==> config.mk <==
export PLATFORM = sky130hd
export DESIGN_NAME = m4vt_mul
export DESIGN_NICKNAME = d
export VERILOG_FILES = /design/src/rtl/m4vt_pkg.sv /design/src/rtl/m4vt_round.sv /design/src/rtl/m4vt_mul.sv
export SDC_FILE = /design/constraint.sdc
export NUM_CORES = 2
export LEC_CHECK = 0
export BUFFER_PORTS_ARGS = -buffer_cell sky130_fd_sc_hd__buf_4
export CELL_PAD_IN_SITES_DETAIL_PLACEMENT = 0
export CELL_PAD_IN_SITES_GLOBAL_PLACEMENT = 1
export CORE_MARGIN = 4
export CORE_UTILIZATION = 50
export CTS_BUF_LIST = sky130_fd_sc_hd__clkbuf_8
export DETAILED_ROUTE_END_ITERATION = 10
export PLACE_DENSITY_LB_ADDON = 0.1
export SLEW_MARGIN = 40
export SYNTH_ARGS = -nofsm -noshare
export SYNTH_HDL_FRONTEND = slang
export SYNTH_SLANG_ARGS = --single-unit
==> constraint.sdc <==
create_clock -name clock -period 9.6 [get_ports clock]
set_input_delay 1.44 -clock clock [delete_from_list [all_inputs] [get_ports clock]]
set_output_delay 1.44 -clock clock [all_outputs]
set_load 0.01 [all_outputs]
==> src/rtl/m4vt_pkg.sv <==
package m4vt_pkg;

   localparam int MUL_LAT   = 5;
   localparam int FMA_LAT   = 9;
   localparam int FMA_COUNT = 3;
   localparam int PIPE_LAT  = MUL_LAT + FMA_COUNT * FMA_LAT;
   localparam int NUM_REGS  = 8;
   localparam int CSR_IDX_W = 8;

   localparam logic [31:0] DEF_NAN  = 32'h7FC0_0000;
   localparam logic [31:0] QNAN_BIT = 32'h0040_0000;

   typedef logic signed [11:0] exp_type;

   // operand handed to the rounding pipeline
   typedef struct packed {
      logic        spec;
      logic [31:0] sval;
      logic        sign;
      logic [63:0] mant;
      exp_type     expo;
   } round_in_type;

   function automatic logic is_nan(input logic [31:0] x);
      return (x[30:23] == 8'hFF) && (x[22:0] != 23'd0);
   endfunction

   function automatic logic is_snan(input logic [31:0] x);
      return is_nan(x) && !x[22];
   endfunction

   function automatic logic is_inf(input logic [31:0] x);
      return (x[30:23] == 8'hFF) && (x[22:0] == 23'd0);
   endfunction

   function automatic logic is_zero(input logic [31:0] x);
      return x[30:0] == 31'd0;
   endfunction

   function automatic logic [23:0] unpack_mant(input logic [31:0] x);
      return (x[30:23] == 8'd0) ? {1'b0, x[22:0]} : {1'b1, x[22:0]};
   endfunction

   function automatic exp_type unpack_exp(input logic [31:0] x);
      return (x[30:23] == 8'd0) ? exp_type'(-149)
                                : exp_type'({4'd0, x[30:23]}) - exp_type'(150);
   endfunction

   function automatic logic [3:0] msb16(input logic [15:0] x);
      logic [3:0] p;
      p = 4'd0;
      for (int i = 1; i < 16; i++) begin
         if (x[i]) p = 4'(i);
      end
      return p;
   endfunction

   function automatic logic [4:0] msb24(input logic [23:0] x);
      logic [4:0] p;
      p = 5'd0;
      for (int i = 1; i < 24; i++) begin
         if (x[i]) p = 5'(i);
      end
      return p;
   endfunction

endpackage

==> src/rtl/m4vt_round.sv <==
module m4vt_round (
   input  logic                   clock,
   input  logic                   adv,
   input  m4vt_pkg::round_in_type rin,
   output logic [31:0]            result
);

   // stage 1: per-quarter leading-one search
   m4vt_pkg::round_in_type s1_in_ff;
   logic [3:0]             s1_nz_ff;
   logic [3:0][3:0]        s1_pos_ff;
   logic [3:0]             s1_nz_in;
   logic [3:0][3:0]        s1_pos_in;

   always_comb begin
      for (int i = 0; i < 4; i++) begin
         s1_nz_in[i]  = |rin.mant[16*i +: 16];
         s1_pos_in[i] = m4vt_pkg::msb16(rin.mant[16*i +: 16]);
      end
   end

   always_ff @(posedge clock) begin
      if (adv) begin
         s1_in_ff  <= rin;
         s1_nz_ff  <= s1_nz_in;
         s1_pos_ff <= s1_pos_in;
      end
   end

   // stage 2: right-shift amount
   m4vt_pkg::round_in_type s2_in_ff;
   m4vt_pkg::exp_type      s2_s_ff;
   m4vt_pkg::exp_type      s2_s_in;
   logic [5:0]             p;
   m4vt_pkg::exp_type      sa;
   m4vt_pkg::exp_type      sb;

   always_comb begin
      p = 6'd0;
      for (int i = 0; i < 4; i++) begin
         if (s1_nz_ff[i]) p = {2'(i), s1_pos_ff[i]};
      end
      sa = m4vt_pkg::exp_type'({6'd0, p}) - m4vt_pkg::exp_type'(23);
      sb = m4vt_pkg::exp_type'(-149) - s1_in_ff.expo;
      s2_s_in = (sa > sb) ? sa : sb;
   end

   always_ff @(posedge clock) begin
      if (adv) begin
         s2_in_ff <= s1_in_ff;
         s2_s_ff  <= s2_s_in;
      end
   end

   // stage 3: shift, guard and sticky
   logic              s3_spec_ff;
   logic [31:0]       s3_sval_ff;
   logic              s3_sign_ff;
   logic [23:0]       s3_q_ff;
   logic              s3_ru_ff;
   m4vt_pkg::exp_type s3_es_ff;
   logic [23:0]       s3_q_in;
   logic              s3_ru_in;
   m4vt_pkg::exp_type neg;
   logic [5:0]        sh6;
   logic [63:0]       mask;
   logic              guard;
   logic              sticky;

   always_comb begin
      neg     = -s2_s_ff;
      sh6     = s2_s_ff[5:0];
      mask    = (64'd1 << (sh6 - 6'd1)) - 64'd1;
      guard   = s2_in_ff.mant[sh6 - 6'd1];
      sticky  = |(s2_in_ff.mant & mask);
      s3_q_in  = 24'(s2_in_ff.mant >> sh6);
      s3_ru_in = guard & (sticky | s3_q_in[0]);
      if (s2_s_ff <= 0) begin
         s3_q_in  = 24'(s2_in_ff.mant[23:0] << neg[4:0]);
         s3_ru_in = 1'b0;
      end else if (s2_s_ff >= 64) begin
         s3_q_in  = 24'd0;
         s3_ru_in = 1'b0;
      end
   end

   always_ff @(posedge clock) begin
      if (adv) begin
         s3_spec_ff <= s2_in_ff.spec;
         s3_sval_ff <= s2_in_ff.sval;
         s3_sign_ff <= s2_in_ff.sign;
         s3_q_ff    <= s3_q_in;
         s3_ru_ff   <= s3_ru_in;
         s3_es_ff   <= s2_in_ff.expo + s2_s_ff;
      end
   end

   // stage 4: increment and pack
   logic [31:0]       result_ff;
   logic [31:0]       result_in;
   logic [24:0]       qr;
   logic [23:0]       qf;
   m4vt_pkg::exp_type es2;
   m4vt_pkg::exp_type biased;

   always_comb begin
      qr = {1'b0, s3_q_ff} + {24'd0, s3_ru_ff};
      if (qr[24]) begin
         qf  = qr[24:1];
         es2 = s3_es_ff + m4vt_pkg::exp_type'(1);
      end else begin
         qf  = qr[23:0];
         es2 = s3_es_ff;
      end
      biased = es2 + m4vt_pkg::exp_type'(150);
      if (s3_spec_ff) begin
         result_in = s3_sval_ff;
      end else if (!qf[23]) begin
         result_in = {s3_sign_ff, 8'd0, qf[22:0]};
      end else if (biased >= m4vt_pkg::exp_type'(255)) begin
         result_in = {s3_sign_ff, 8'hFF, 23'd0};
      end else begin
         result_in = {s3_sign_ff, biased[7:0], qf[22:0]};
      end
   end

   always_ff @(posedge clock) begin
      if (adv) result_ff <= result_in;
   end

   assign result = result_ff;

endmodule

==> src/rtl/m4vt_mul.sv <==
module m4vt_mul (
   input  logic        clock,
   input  logic        adv,
   input  logic [31:0] a,
   input  logic [31:0] b,
   output logic [31:0] result
);

   m4vt_pkg::round_in_type m1_ff;
   m4vt_pkg::round_in_type m1_in;
   logic                   sign;
   logic [47:0]            prod;

   always_comb begin
      sign = a[31] ^ b[31];
      prod = m4vt_pkg::unpack_mant(a) * m4vt_pkg::unpack_mant(b);
      m1_in.sign = sign;
      m1_in.mant = {16'd0, prod};
      m1_in.expo = m4vt_pkg::unpack_exp(a) + m4vt_pkg::unpack_exp(b);
      m1_in.spec = 1'b1;
      if (m4vt_pkg::is_snan(a)) begin
         m1_in.sval = a | m4vt_pkg::QNAN_BIT;
      end else if (m4vt_pkg::is_snan(b)) begin
         m1_in.sval = b | m4vt_pkg::QNAN_BIT;
      end else if (m4vt_pkg::is_nan(a)) begin
         m1_in.sval = a;
      end else if (m4vt_pkg::is_nan(b)) begin
         m1_in.sval = b;
      end else if ((m4vt_pkg::is_inf(a) && m4vt_pkg::is_zero(b)) ||
                   (m4vt_pkg::is_zero(a) && m4vt_pkg::is_inf(b))) begin
         m1_in.sval = m4vt_pkg::DEF_NAN;
      end else if (m4vt_pkg::is_inf(a) || m4vt_pkg::is_inf(b)) begin
         m1_in.sval = {sign, 8'hFF, 23'd0};
      end else if (m4vt_pkg::is_zero(a) || m4vt_pkg::is_zero(b)) begin
         m1_in.sval = {sign, 31'd0};
      end else begin
         m1_in.sval = 32'd0;
         m1_in.spec = 1'b0;
      end
   end

   always_ff @(posedge clock) begin
      if (adv) m1_ff <= m1_in;
   end

   m4vt_round u_round (
      .clock  (clock),
      .adv    (adv),
      .rin    (m1_ff),
      .result (result)
   );

endmodule

==> run metrics <==
detailed placement HPWL between 90 and 100 mm; reg2reg start u_round.s2_s_ff[0]$_DFFE_PP_; met1 Use GR 39.2%; grt ovf 0; max-slew violations 0; largest cells by area after synthesis edfxtp_1 (30%), fa_1 (23%), ha_1 (6.7%); CP top delay family adder cells; Post-route DRC 0; TritonCTS clock tree built; clock slew at reported path FFs roughly 0.070 ns; # Max-Cap Violations 0; max incr delay on CP ~0.55 ns; Core Area around 82,000 µm²; ANT nets after route 0; CP startpoint a[30]; hold path start u_round.s1_in_ff[82]$_DFFE_PP_; initial antenna violation count 1; I/O Buffers 97; Worst slew margin around 44%; Arrival @ worst endpoint ~8.9 ns; post_cts resized 0; final hold vios 0; Clock Skews roughly 0.063 ns; share of cells above drive strength 1 between 8 and 9%; worst min path class flip-flop to flip-flop; area grow syn2layout 6.66%; final setup fails 0; drt first pass iters 6; Slew @ Worst Pin approximately 0.83 ns; Initial Utilization roughly half; Num CTS Buffers 60; cells after synthesis ~4,100; Root Buffer clkbuf_8; #FFs+latches synth 412; R2R Setup Slk 3.45 ns; Final period util between 80% and 90%; via count slightly above 30,000; worst endpoint required time 9.96 ns; status finished clean; grt met2 use a little under half; wire per inst about 24 µm; Die Ht 296 µm; Clock Latency Late Sink between 0.6 and 0.7 ns; DRT iter0 DRCs 2,361; CTS H-tree lvls 2; Ys Warns 0; min Tclk post-route between 8 and 9 ns; Buf+Inv Stages, Crit Path 6; drt via density about 5.8; asr flop ratio synth 0%; setup TNS 0 ns; cell mode on critical path fa_1; Crit Path Class input pin to flip-flop; RSZ-0062 raised after global routing no; first-pass GRT wire length 190 mm; share of the synthesized area in the top cell type 29.8%; R2R cell count 19; critical path fanouts, max 4; total track usage roughly 29%; Setup Buffers After CTS 0; sequential share of the synthesized area between 20% and 30%; CP endpoint kind flip-flop; # rows 105; # IOs 98; Layout Nets 4,883; hold_buf cts 0; critical path depth 27; GP Congestion 0.924; clk buf depth 3; Worst Hold End u_round.s2_in_ff[82]$_DFFE_PP_; R2R Path End u_round.s3_ru_ff$_SDFFCE_PP0P_; Synth Flop Type edfxtp_1; chip width just under 300 µm; slowest cell on the critical path fa_1; Highest Clock Rate approximately 0.12 GHz; syn nets between 4,000 and 5,000; largest net degree at the start of global routing about 160; CP startpoint kind input pin; Post-synth EDFFs 412; met3 GRT Util ~3.6%; Clock Sinks 412; cell taking the most area after synthesis edfxtp_1; gr busiest metal met2; final wirelength 124 mm; Cell Area, Synth 41,600 µm²; Avg Cell Area, Syn 10.0 µm²; post-synthesis cell type count slightly above 90; vias in the first global route around 31,000; DIE AREA slightly below 90,000 µm²; Filler Cell Count 7,510; Hold Path Depth 0
-- sequential cells by signal, indices dropped and copies added (netlist names) --
signal,count
u_round.result,32
u_round.s2_s_ff,12
u_round.s3_spec_ff,1
u_round.s3_sval_ff,32
u_round.s3_sign_ff,1
u_round.s1_nz_ff,3
m1_ff,94
u_round.s1_pos_ff,12
u_round.s3_ru_ff,1
u_round.s3_es_ff,12
u_round.s3_q_ff,24
u_round.s2_in_ff,94
u_round.s1_in_ff,94
-- how the worst max path moves through the flow --
stage                                     end  slack, ns
after floorplan           m1_ff[56]$_DFFE_PP_       0.86
after global placement    m1_ff[56]$_DFFE_PP_       0.41
after detailed placement  m1_ff[56]$_DFFE_PP_       0.39
after CTS                 m1_ff[56]$_DFFE_PP_       1.04
after global routing      m1_ff[56]$_DFFE_PP_       0.69
final                     m1_ff[56]$_DFFE_PP_       1.11
-- layer usage --
metal	wire length (µm)	part of all wire, %
met1	52600	43
met4	4630	3.7
met3	7710	6.2
met5	0	0
met2	58700	47
-- area by class of cell --
class,count,area [µm²],area share [%]
diodes,1,2.50,0.00564
clock buffers,60,826,1.86
clock inverters,52,375,0.847
inverters,571,2140,4.83
multi-input cells,2923,26200,59.0
flip-flops and latches,412,12400,27.9
well taps,1070,1340,3.02
repair buffers,143,1120,2.53
-- synth_stat cells, types with 8 or more instances --
cell / instances
or3_1: 11
nand3_1: 58
nor3_1: 45
nor2b_1: 25
nand4_1: 39
and4_1: 8
a221o_1: 8
o22ai_1: 26
nand2_1: 560
a21o_1: 53
xnor2_1: 77
clkbuf_1: 185
a22o_1: 30
and3_1: 23
inv_1: 568
o211ai_1: 22
buf_1: 20
a31oi_1: 17
mux2i_1: 81
edfxtp_1: 412
a22oi_1: 8
a21oi_1: 157
o21a_1: 16
and2_1: 245
mux4_2: 35
buf_2: 26
o21ai_1: 13
xor2_1: 51
fa_1: 484
or2_2: 20
a211oi_1: 28
nand2b_1: 23
o21bai_1: 22
mux2_2: 26
ha_1: 222
a221oi_1: 9
o31ai_1: 27
nor2_1: 172
o21ai_0: 122
nor4_1: 35
-- per-stage QoR --
step / util [%] / instance area (µm²) / setup slack, ns / hold slack, ns / instances
floorplan: - / 41600 / 0.860 / 0.400 / 4139
global route: 53.9 / 44300 / 0.689 / 0.379 / 5232
finish: 53.9 / 44300 / 1.11 / 0.388 / 5232
global placement: 52.4 / 43100 / 0.413 / 0.400 / 5118
detailed placement: 52.4 / 43100 / 0.394 / 0.405 / 5118
CTS: 53.9 / 44300 / 1.04 / 0.370 / 5230
-- logic make-up after synthesis --
family | Yosys count | synth area share (%)
flip-flops | 412 | 29.8
multiplexers | 143 | 4.58
adder cells (fa/ha/maj) | 706 | 30.0
XOR/XNOR | 128 | 2.70
AO/OA/AOI/OAI | 654 | 10.6
AND/OR/NAND/NOR | 1292 | 15.0
buffers and inverters | 804 | 7.36
-- layout by cell type (no fill, tap or decap), types with 35 or more instances in the layout --
cell type  netlist  final
nor3_1          45     45
o21ai_0        122    122
buf_4            2    138
nand2_1        560    559
a21o_1          53     53
xor2_1          51     51
inv_1          568    581
clkbuf_8         0     60
nor4_1          35     35
nand3_1         58     58
nor2_1         172    171
xnor2_1         77     77
nand4_1         39     39
ha_1           222    222
edfxtp_1       412    412
a21oi_1        157    157
and2_1         245    245
fa_1           484    484
mux2i_1         81     81
mux4_2          35     35
Power is not shown: default switching activity piles up to over one toggle a cycle in this logic, so the estimate is an artifact.
