===== config.mk =====
export PLATFORM = sky130hd
export DESIGN_NAME = m4vt_fma
export DESIGN_NICKNAME = d
export VERILOG_FILES = /design/src/rtl/m4vt_pkg.sv /design/src/rtl/m4vt_round.sv /design/src/rtl/m4vt_fma.sv
export SDC_FILE = /design/constraint.sdc
export NUM_CORES = 2
export LEC_CHECK = 0
export BUFFER_PORTS_ARGS = -buffer_cell sky130_fd_sc_hd__buf_2
export CAP_MARGIN = 15
export CORE_MARGIN = 1.5
export CORE_UTILIZATION = 59
export CTS_CLUSTER_DIAMETER = 60
export CTS_CLUSTER_SIZE = 25
export DETAILED_ROUTE_END_ITERATION = 7
export HOLD_SLACK_MARGIN = 0.03
export PLACE_DENSITY = 0.78
export SLEW_MARGIN = 5
export SYNTH_ARGS = -nofsm -noshare
export SYNTH_HDL_FRONTEND = slang
export SYNTH_SLANG_ARGS = --single-unit

===== constraint.sdc =====
create_clock -name clock -period 7.8 [get_ports clock]
set_input_delay 0.78 -clock clock [delete_from_list [all_inputs] [get_ports clock]]
set_output_delay 0.78 -clock clock [all_outputs]
set_load 0.005 [all_outputs]

===== src/rtl/m4vt_pkg.sv =====
package m4vt_pkg;

   localparam int MUL_LAT   = 5;
   localparam int FMA_LAT   = 9;
   localparam int FMA_COUNT = 3;
   localparam int PIPE_LAT  = MUL_LAT + FMA_COUNT * FMA_LAT;
   localparam int NUM_REGS  = 8;
   localparam int CSR_IDX_W = 8;

   localparam logic [31:0] DEF_NAN  = 32'h7FC0_0000;
   localparam logic [31:0] QNAN_BIT = 32'h0040_0000;

   typedef logic signed [11:0] exp_type;

   // operand handed to the rounding pipeline
   typedef struct packed {
      logic        spec;
      logic [31:0] sval;
      logic        sign;
      logic [63:0] mant;
      exp_type     expo;
   } round_in_type;

   function automatic logic is_nan(input logic [31:0] x);
      return (x[30:23] == 8'hFF) && (x[22:0] != 23'd0);
   endfunction

   function automatic logic is_snan(input logic [31:0] x);
      return is_nan(x) && !x[22];
   endfunction

   function automatic logic is_inf(input logic [31:0] x);
      return (x[30:23] == 8'hFF) && (x[22:0] == 23'd0);
   endfunction

   function automatic logic is_zero(input logic [31:0] x);
      return x[30:0] == 31'd0;
   endfunction

   function automatic logic [23:0] unpack_mant(input logic [31:0] x);
      return (x[30:23] == 8'd0) ? {1'b0, x[22:0]} : {1'b1, x[22:0]};
   endfunction

   function automatic exp_type unpack_exp(input logic [31:0] x);
      return (x[30:23] == 8'd0) ? exp_type'(-149)
                                : exp_type'({4'd0, x[30:23]}) - exp_type'(150);
   endfunction

   function automatic logic [3:0] msb16(input logic [15:0] x);
      logic [3:0] p;
      p = 4'd0;
      for (int i = 1; i < 16; i++) begin
         if (x[i]) p = 4'(i);
      end
      return p;
   endfunction

   function automatic logic [4:0] msb24(input logic [23:0] x);
      logic [4:0] p;
      p = 5'd0;
      for (int i = 1; i < 24; i++) begin
         if (x[i]) p = 5'(i);
      end
      return p;
   endfunction

endpackage


===== src/rtl/m4vt_round.sv =====
module m4vt_round (
   input  logic                   clock,
   input  logic                   adv,
   input  m4vt_pkg::round_in_type rin,
   output logic [31:0]            result
);

   // stage 1: per-quarter leading-one search
   m4vt_pkg::round_in_type s1_in_ff;
   logic [3:0]             s1_nz_ff;
   logic [3:0][3:0]        s1_pos_ff;
   logic [3:0]             s1_nz_in;
   logic [3:0][3:0]        s1_pos_in;

   always_comb begin
      for (int i = 0; i < 4; i++) begin
         s1_nz_in[i]  = |rin.mant[16*i +: 16];
         s1_pos_in[i] = m4vt_pkg::msb16(rin.mant[16*i +: 16]);
      end
   end

   always_ff @(posedge clock) begin
      if (adv) begin
         s1_in_ff  <= rin;
         s1_nz_ff  <= s1_nz_in;
         s1_pos_ff <= s1_pos_in;
      end
   end

   // stage 2: right-shift amount
   m4vt_pkg::round_in_type s2_in_ff;
   m4vt_pkg::exp_type      s2_s_ff;
   m4vt_pkg::exp_type      s2_s_in;
   logic [5:0]             p;
   m4vt_pkg::exp_type      sa;
   m4vt_pkg::exp_type      sb;

   always_comb begin
      p = 6'd0;
      for (int i = 0; i < 4; i++) begin
         if (s1_nz_ff[i]) p = {2'(i), s1_pos_ff[i]};
      end
      sa = m4vt_pkg::exp_type'({6'd0, p}) - m4vt_pkg::exp_type'(23);
      sb = m4vt_pkg::exp_type'(-149) - s1_in_ff.expo;
      s2_s_in = (sa > sb) ? sa : sb;
   end

   always_ff @(posedge clock) begin
      if (adv) begin
         s2_in_ff <= s1_in_ff;
         s2_s_ff  <= s2_s_in;
      end
   end

   // stage 3: shift, guard and sticky
   logic              s3_spec_ff;
   logic [31:0]       s3_sval_ff;
   logic              s3_sign_ff;
   logic [23:0]       s3_q_ff;
   logic              s3_ru_ff;
   m4vt_pkg::exp_type s3_es_ff;
   logic [23:0]       s3_q_in;
   logic              s3_ru_in;
   m4vt_pkg::exp_type neg;
   logic [5:0]        sh6;
   logic [63:0]       mask;
   logic              guard;
   logic              sticky;

   always_comb begin
      neg     = -s2_s_ff;
      sh6     = s2_s_ff[5:0];
      mask    = (64'd1 << (sh6 - 6'd1)) - 64'd1;
      guard   = s2_in_ff.mant[sh6 - 6'd1];
      sticky  = |(s2_in_ff.mant & mask);
      s3_q_in  = 24'(s2_in_ff.mant >> sh6);
      s3_ru_in = guard & (sticky | s3_q_in[0]);
      if (s2_s_ff <= 0) begin
         s3_q_in  = 24'(s2_in_ff.mant[23:0] << neg[4:0]);
         s3_ru_in = 1'b0;
      end else if (s2_s_ff >= 64) begin
         s3_q_in  = 24'd0;
         s3_ru_in = 1'b0;
      end
   end

   always_ff @(posedge clock) begin
      if (adv) begin
         s3_spec_ff <= s2_in_ff.spec;
         s3_sval_ff <= s2_in_ff.sval;
         s3_sign_ff <= s2_in_ff.sign;
         s3_q_ff    <= s3_q_in;
         s3_ru_ff   <= s3_ru_in;
         s3_es_ff   <= s2_in_ff.expo + s2_s_ff;
      end
   end

   // stage 4: increment and pack
   logic [31:0]       result_ff;
   logic [31:0]       result_in;
   logic [24:0]       qr;
   logic [23:0]       qf;
   m4vt_pkg::exp_type es2;
   m4vt_pkg::exp_type biased;

   always_comb begin
      qr = {1'b0, s3_q_ff} + {24'd0, s3_ru_ff};
      if (qr[24]) begin
         qf  = qr[24:1];
         es2 = s3_es_ff + m4vt_pkg::exp_type'(1);
      end else begin
         qf  = qr[23:0];
         es2 = s3_es_ff;
      end
      biased = es2 + m4vt_pkg::exp_type'(150);
      if (s3_spec_ff) begin
         result_in = s3_sval_ff;
      end else if (!qf[23]) begin
         result_in = {s3_sign_ff, 8'd0, qf[22:0]};
      end else if (biased >= m4vt_pkg::exp_type'(255)) begin
         result_in = {s3_sign_ff, 8'hFF, 23'd0};
      end else begin
         result_in = {s3_sign_ff, biased[7:0], qf[22:0]};
      end
   end

   always_ff @(posedge clock) begin
      if (adv) result_ff <= result_in;
   end

   assign result = result_ff;

endmodule


===== src/rtl/m4vt_fma.sv =====
module m4vt_fma (
   input  logic        clock,
   input  logic        adv,
   input  logic [31:0] acc,
   input  logic [31:0] a,
   input  logic [31:0] b,
   output logic [31:0] result
);

   typedef struct packed {
      logic        spec;
      logic [31:0] sval;
      logic        sp;
      logic        sc;
      logic        czero;
   } side_type;

   function automatic logic [63:0] shr_sticky(input logic [63:0] x,
                                              input m4vt_pkg::exp_type d);
      logic [5:0]  d6;
      logic [63:0] mask;
      d6   = d[5:0];
      mask = (64'd1 << d6) - 64'd1;
      if (d >= 64) return {63'd0, x != 64'd0};
      return (x >> d6) | {63'd0, |(x & mask)};
   endfunction

   // stage 1: special cases, unpack, product
   side_type          f1_side_ff;
   side_type          f1_side_in;
   logic [47:0]       f1_prod_ff;
   m4vt_pkg::exp_type f1_ep_ff;
   logic [23:0]       f1_mc_ff;
   m4vt_pkg::exp_type f1_ec_ff;
   logic              nan_c, nan_a, nan_b, snan_c, snan_a, snan_b;
   logic              inf_zero, inf_p, zero_p, inf_c, zero_c, sp, sc;

   always_comb begin
      nan_c    = m4vt_pkg::is_nan(acc);
      nan_a    = m4vt_pkg::is_nan(a);
      nan_b    = m4vt_pkg::is_nan(b);
      snan_c   = m4vt_pkg::is_snan(acc);
      snan_a   = m4vt_pkg::is_snan(a);
      snan_b   = m4vt_pkg::is_snan(b);
      inf_zero = (m4vt_pkg::is_inf(a) && m4vt_pkg::is_zero(b)) ||
                 (m4vt_pkg::is_zero(a) && m4vt_pkg::is_inf(b));
      inf_p    = m4vt_pkg::is_inf(a) || m4vt_pkg::is_inf(b);
      zero_p   = m4vt_pkg::is_zero(a) || m4vt_pkg::is_zero(b);
      inf_c    = m4vt_pkg::is_inf(acc);
      zero_c   = m4vt_pkg::is_zero(acc);
      sp       = a[31] ^ b[31];
      sc       = acc[31];
      f1_side_in.sp    = sp;
      f1_side_in.sc    = sc;
      f1_side_in.czero = zero_c;
      f1_side_in.spec  = 1'b1;
      f1_side_in.sval  = 32'd0;
      if (nan_c || nan_a || nan_b) begin
         if (snan_c)      f1_side_in.sval = acc | m4vt_pkg::QNAN_BIT;
         else if (snan_a) f1_side_in.sval = a | m4vt_pkg::QNAN_BIT;
         else if (snan_b) f1_side_in.sval = b | m4vt_pkg::QNAN_BIT;
         else if (nan_c)  f1_side_in.sval = acc;
         else if (nan_a)  f1_side_in.sval = a;
         else             f1_side_in.sval = b;
         // quiet accumulator with an invalid product
         if (nan_c && !snan_c && inf_zero) f1_side_in.sval = m4vt_pkg::DEF_NAN;
      end else if (inf_zero) begin
         f1_side_in.sval = m4vt_pkg::DEF_NAN;
      end else if (inf_c && inf_p && (sc != sp)) begin
         f1_side_in.sval = m4vt_pkg::DEF_NAN;
      end else if (inf_c) begin
         f1_side_in.sval = acc;
      end else if (inf_p) begin
         f1_side_in.sval = {sp, 8'hFF, 23'd0};
      end else if (zero_p && zero_c) begin
         f1_side_in.sval = (sc == sp) ? {sp, 31'd0} : 32'd0;
      end else if (zero_p) begin
         f1_side_in.sval = acc;
      end else begin
         f1_side_in.spec = 1'b0;
      end
   end

   always_ff @(posedge clock) begin
      if (adv) begin
         f1_side_ff <= f1_side_in;
         f1_prod_ff <= m4vt_pkg::unpack_mant(a) * m4vt_pkg::unpack_mant(b);
         f1_ep_ff   <= m4vt_pkg::unpack_exp(a) + m4vt_pkg::unpack_exp(b);
         f1_mc_ff   <= m4vt_pkg::unpack_mant(acc);
         f1_ec_ff   <= m4vt_pkg::unpack_exp(acc);
      end
   end

   // stage 2: leading-one search on both operands
   side_type          f2_side_ff;
   logic [47:0]       f2_prod_ff;
   m4vt_pkg::exp_type f2_ep_ff;
   logic [23:0]       f2_mc_ff;
   m4vt_pkg::exp_type f2_ec_ff;
   logic [2:0]        f2_nz_ff;
   logic [2:0][3:0]   f2_pos_ff;
   logic [4:0]        f2_pc_ff;
   logic [2:0]        f2_nz_in;
   logic [2:0][3:0]   f2_pos_in;

   always_comb begin
      for (int i = 0; i < 3; i++) begin
         f2_nz_in[i]  = |f1_prod_ff[16*i +: 16];
         f2_pos_in[i] = m4vt_pkg::msb16(f1_prod_ff[16*i +: 16]);
      end
   end

   always_ff @(posedge clock) begin
      if (adv) begin
         f2_side_ff <= f1_side_ff;
         f2_prod_ff <= f1_prod_ff;
         f2_ep_ff   <= f1_ep_ff;
         f2_mc_ff   <= f1_mc_ff;
         f2_ec_ff   <= f1_ec_ff;
         f2_nz_ff   <= f2_nz_in;
         f2_pos_ff  <= f2_pos_in;
         f2_pc_ff   <= m4vt_pkg::msb24(f1_mc_ff);
      end
   end

   // stage 3: normalize both to bit 61
   side_type          f3_side_ff;
   logic [63:0]       f3_mp_ff;
   m4vt_pkg::exp_type f3_ep_ff;
   logic [63:0]       f3_mc_ff;
   m4vt_pkg::exp_type f3_ec_ff;
   logic [5:0]        pp;
   logic [5:0]        shp;
   logic [5:0]        shc;

   always_comb begin
      pp = 6'd0;
      for (int i = 0; i < 3; i++) begin
         if (f2_nz_ff[i]) pp = {2'(i), f2_pos_ff[i]};
      end
      shp = 6'd61 - pp;
      shc = 6'd61 - {1'b0, f2_pc_ff};
   end

   always_ff @(posedge clock) begin
      if (adv) begin
         f3_side_ff <= f2_side_ff;
         f3_mp_ff   <= {16'd0, f2_prod_ff} << shp;
         f3_ep_ff   <= f2_ep_ff - m4vt_pkg::exp_type'({6'd0, shp});
         f3_mc_ff   <= {40'd0, f2_mc_ff} << shc;
         f3_ec_ff   <= f2_ec_ff - m4vt_pkg::exp_type'({6'd0, shc});
      end
   end

   // stage 4: align exponents
   side_type          f4_side_ff;
   logic [63:0]       f4_mp_ff;
   logic [63:0]       f4_mc_ff;
   m4vt_pkg::exp_type f4_e_ff;
   logic [63:0]       f4_mp_in;
   logic [63:0]       f4_mc_in;
   m4vt_pkg::exp_type f4_e_in;

   always_comb begin
      f4_mp_in = f3_mp_ff;
      f4_mc_in = f3_mc_ff;
      f4_e_in  = f3_ep_ff;
      if (f3_side_ff.czero) begin
         f4_mc_in = 64'd0;
      end else if (f3_ep_ff >= f3_ec_ff) begin
         f4_mc_in = shr_sticky(f3_mc_ff, f3_ep_ff - f3_ec_ff);
      end else begin
         f4_mp_in = shr_sticky(f3_mp_ff, f3_ec_ff - f3_ep_ff);
         f4_e_in  = f3_ec_ff;
      end
   end

   always_ff @(posedge clock) begin
      if (adv) begin
         f4_side_ff <= f3_side_ff;
         f4_mp_ff   <= f4_mp_in;
         f4_mc_ff   <= f4_mc_in;
         f4_e_ff    <= f4_e_in;
      end
   end

   // stage 5: add or subtract magnitudes
   m4vt_pkg::round_in_type f5_ff;
   m4vt_pkg::round_in_type f5_in;
   logic [63:0]            d_pc;
   logic [63:0]            d_cp;

   always_comb begin
      d_pc = f4_mp_ff - f4_mc_ff;
      d_cp = f4_mc_ff - f4_mp_ff;
      f5_in.spec = f4_side_ff.spec;
      f5_in.sval = f4_side_ff.sval;
      f5_in.expo = f4_e_ff;
      if (f4_side_ff.sp == f4_side_ff.sc) begin
         f5_in.mant = f4_mp_ff + f4_mc_ff;
         f5_in.sign = f4_side_ff.sp;
      end else if (f4_mp_ff >= f4_mc_ff) begin
         f5_in.mant = d_pc;
         f5_in.sign = f4_side_ff.sp;
      end else begin
         f5_in.mant = d_cp;
         f5_in.sign = f4_side_ff.sc;
      end
      // exact cancellation gives +0
      if (!f4_side_ff.spec && (f5_in.mant == 64'd0)) begin
         f5_in.spec = 1'b1;
         f5_in.sval = 32'd0;
      end
   end

   always_ff @(posedge clock) begin
      if (adv) f5_ff <= f5_in;
   end

   m4vt_round u_round (
      .clock  (clock),
      .adv    (adv),
      .rin    (f5_ff),
      .result (result)
   );

endmodule


==> results_dict.tcl <==
set metrics [dict create \
    largest_net_degree_at_the_start_of_global_routing 190 \
    critPathLaunchType "input port" \
    gp_congestion 1.070 \
    detail_route.wl_per_cell_um 27.01 \
    pin_count 130 \
    crit_path_end_kind "register" \
    synth-edff-count 1106 \
    iter_0_drt_violations 10900 \
    worst_path_max_delay_cell "sky130_fd_sc_hd__fa_1" \
    fillCellCount 12770 \
    tritoncts "built" \
    floorplan.rows 146 \
    h_tree_level_count 3 \
    worst-endpoint-arrival_ns 8.09 \
    dp_hpwl_um 256100 \
    synthCells 10000 \
    overflow 0 \
    slowest_stage_delay_cp_ns 0.56 \
    failed_checks "design-rule violations" \
    worst-r2r-setup-slack_ns 0.53 \
    synth_area_per_cell_um2 9.487 \
    cts.sink_count 1106 \
    cts_buffers 81 \
    finalWirelength_um 331000 \
    timing.max_cap.violations 0 \
    hold_buffers 0 \
    detail_route.drc_violations 51 \
    cts-root-buf "sky130_fd_sc_hd__clkbuf_16" \
    worst_slew_pin_slew_ns 1.166 \
    synth-adder-area-share_pct 16.38 \
    vias 81350 \
    synth_compound_area_share_pct 15.88 \
    worst_skew_pair.late_latency_ns 0.78 \
    number_of_antenna_violations_at_the_first_check_in_global_routing 17 \
    synth_async_sr_flop_share_pct 0 \
    via_count_of_the_first_global_routing_pass 79040 \
    grt_pass1_wl_um 493400 \
    synth.cell_area_um2 94900 \
    worst_hold_path_type "input port to register" \
    via_density_per_instance 6.638 \
    seq_total_area_yosys_pct 35.00 \
    combinational_family_with_the_most_area_after_synthesis "adder cells" \
    outcome "complete, but fails checks" \
    area_occupied_by_multi_input_gates_um2 56450 \
    proportion_of_synthesized_area_in_mux_cells_pct 9.314 \
    timing.fmax_mhz 133.7 \
    port_buffers 129 \
    layoutNonFillerInstCount 12260 \
    drtPass1Iterations 8 \
    final_min_period_over_clock_period_pct 95.86 \
    synth_xor_area_share_pct 2.326 \
    final_hold_viol_count 0 \
    core_area_um2 159100 \
    worst_clock_skew_ns 0.07590 \
    synth.ff_latch_count 1106 \
    worst_path_most_repeated_cell "sky130_fd_sc_hd__fa_1" \
    synth.lib_cells_used.distinct 96 \
    dieHeight_um 404.1 \
    initial_utilization_pct 59.64 \
    number_of_nets_in_the_layout 11090 \
    drive_gt1_share_pct 9.443 \
    critical_path_required_ns 8.42 \
    floorplan_die_area_um2 163300 \
    finalSetupViolCount 0 \
    dieWidth_um 404.1 \
    critPathKind "input port to register" \
    syn_to_final_growth_pct 8.392 \
    cp_max_fo 3 \
    ys_warn_count 0 \
    final_antenna_net_count 0 \
    post_synth_and_or_nand_nor_area_fraction_pct 15.20 \
    period_minus_slack_ns 7.477 \
    final-seq-area_um2 33210 \
    clock_path_buffers 3 \
    grtUsageTotal_pct 40.07 \
    drv_slew 0 \
    slew_headroom_pct 21.98 \
    ys.flop_type "sky130_fd_sc_hd__edfxtp_1" \
    clkTransAtPathRegs_ns 0.08 \
    dp_cells 12100 \
]
-- synthesized netlist by cell type, types with 116 or more instances --
cell,count,area [µm²]
sky130_fd_sc_hd__nor4_1,116,725.7
sky130_fd_sc_hd__o21ai_0,547,2738
sky130_fd_sc_hd__ha_1,454,5680
sky130_fd_sc_hd__a21oi_1,633,3168
sky130_fd_sc_hd__edfxtp_1,1106,33210
sky130_fd_sc_hd__clkbuf_1,491,1843
sky130_fd_sc_hd__nor3_1,187,935.9
sky130_fd_sc_hd__xnor2_1,170,1489
sky130_fd_sc_hd__mux2i_1,586,5866
sky130_fd_sc_hd__inv_1,842,3161
sky130_fd_sc_hd__nor2_1,709,2661
sky130_fd_sc_hd__a211oi_1,123,923.4
sky130_fd_sc_hd__nand3_1,164,820.8
sky130_fd_sc_hd__fa_1,491,9829
sky130_fd_sc_hd__nand2_1,1278,4797
sky130_fd_sc_hd__and2_1,268,1677
-- sequential cells by signal, summed over array words and instances, names as in the netlist, 16 cells and up --
name                flops
f3_mc_ff               64
f4_mp_ff               64
u_round.s3_q_ff        24
u_round.s2_in_ff      110
f3_mp_ff               64
f1_mc_ff               24
f2_mc_ff               24
f4_mc_ff               64
f1_side_ff             36
u_round.result         32
f3_side_ff             36
u_round.s1_pos_ff      16
f2_prod_ff             48
u_round.s3_sval_ff     32
u_round.s1_in_ff      110
f1_prod_ff             48
f2_side_ff             36
f5_ff                 110
f4_side_ff             35
-- logic make-up (layout without fill, tap and decap cells) --
| logic type | after synthesis | after routing |
|---|---|---|
| mux | 740 | 740 |
| buf+inv | 1472 | 1563 |
| xor+xnor | 252 | 252 |
| compound gates | 2343 | 2343 |
| other cells | 1 | 16 |
| flops | 1106 | 1106 |
| fa+ha+maj | 948 | 948 |
| simple gates | 3141 | 3141 |
-- worst max-delay path: cells and delay by family --
family                     cells  cell delay (ns)
adders and majority gates      8             3.83
and+or+nand+nor                8             1.61
buffers and inverters          8             0.79
AOI/OAI and AO/OA              6             1.07
-- through the flow --
stage          area, µm²  hold WS [ns]  utilization [%]  setup TNS [ns]  worst slack [ns]
5_1_grt           102900        0.2383            64.64       -0.003580         -0.003580
2_1_floorplan      95070        0.4003                -               0           0.01778
3_5_place_dp       99780        0.4045            62.71          -5.124           -0.6909
3_3_place_gp       99780        0.4012            62.71          -5.005           -0.6889
4_1_cts           102800        0.2152            64.61               0           0.09635
6_report          102900        0.2873            64.65               0            0.3232
-- path summary, 6_finish.rpt --
check / end / depth (start not counted) / start
max: f1_prod_ff[47]$_DFFE_PP_ / 30 / a[30]
min: f1_mc_ff[8]$_DFFE_PP_ / 1 / acc[8]
max reg2reg: f5_ff[85]$_SDFFCE_PP0P_ / 18 / f4_mp_ff[25]$_DFFE_PP_
min reg2reg: u_round.s3_sign_ff$_DFFE_PP_ / 0 / u_round.s2_in_ff[76]$_DFFE_PP_
-- layer usage --
| layer | wire length, µm | global-route usage [%] |
|---|---|---|
| met1 | 123500 | 51.67 |
| met2 | 148500 | 62.10 |
| met3 | 35320 | 9.303 |
| met4 | 23360 | 22.97 |
| met5 | 402 | 1.100 |
-- placed cells by master, fill, tap and decap left out, types with 78 or more instances in the layout --
master / n
sky130_fd_sc_hd__xnor2_1: 161
sky130_fd_sc_hd__a31oi_1: 105
sky130_fd_sc_hd__mux4_2: 110
sky130_fd_sc_hd__nand3_1: 163
sky130_fd_sc_hd__ha_1: 450
sky130_fd_sc_hd__nor3_1: 187
sky130_fd_sc_hd__inv_1: 842
sky130_fd_sc_hd__fa_1: 490
sky130_fd_sc_hd__nor2_1: 704
sky130_fd_sc_hd__mux2i_1: 586
sky130_fd_sc_hd__nor4_1: 116
sky130_fd_sc_hd__clkbuf_16: 81
sky130_fd_sc_hd__a211oi_1: 122
sky130_fd_sc_hd__a21o_1: 110
sky130_fd_sc_hd__o21ai_0: 541
sky130_fd_sc_hd__nand2_1: 1277
sky130_fd_sc_hd__edfxtp_1: 1106
sky130_fd_sc_hd__o22ai_1: 90
sky130_fd_sc_hd__a21oi_1: 632
sky130_fd_sc_hd__xor2_1: 78
sky130_fd_sc_hd__nand4_1: 94
sky130_fd_sc_hd__and2_1: 268
sky130_fd_sc_hd__a22o_1: 83
sky130_fd_sc_hd__buf_2: 128
sky130_fd_sc_hd__buf_4: 407
-- what timing repair did --
action | in CTS | in global routing
hold endpoints to repair | 0 | 0
gates resized for setup | 0 | 9
endpoints found under the setup margin | 0 | 8
buffers inserted | 0 | 1
-- cell type report --
cell class / count / area share, %
multi-input combinational: 7434 / 54.88
sequential: 1106 / 32.29
tap: 2146 / 2.610
antenna: 6 / 0.01460
inverter: 855 / 3.120
timing repair buffer: 564 / 4.153
clock inverter: 61 / 0.9536
clock buffer: 83 / 1.978
Power is not shown: default switching activity piles up to over one toggle a cycle in this logic, so the estimate is an artifact.
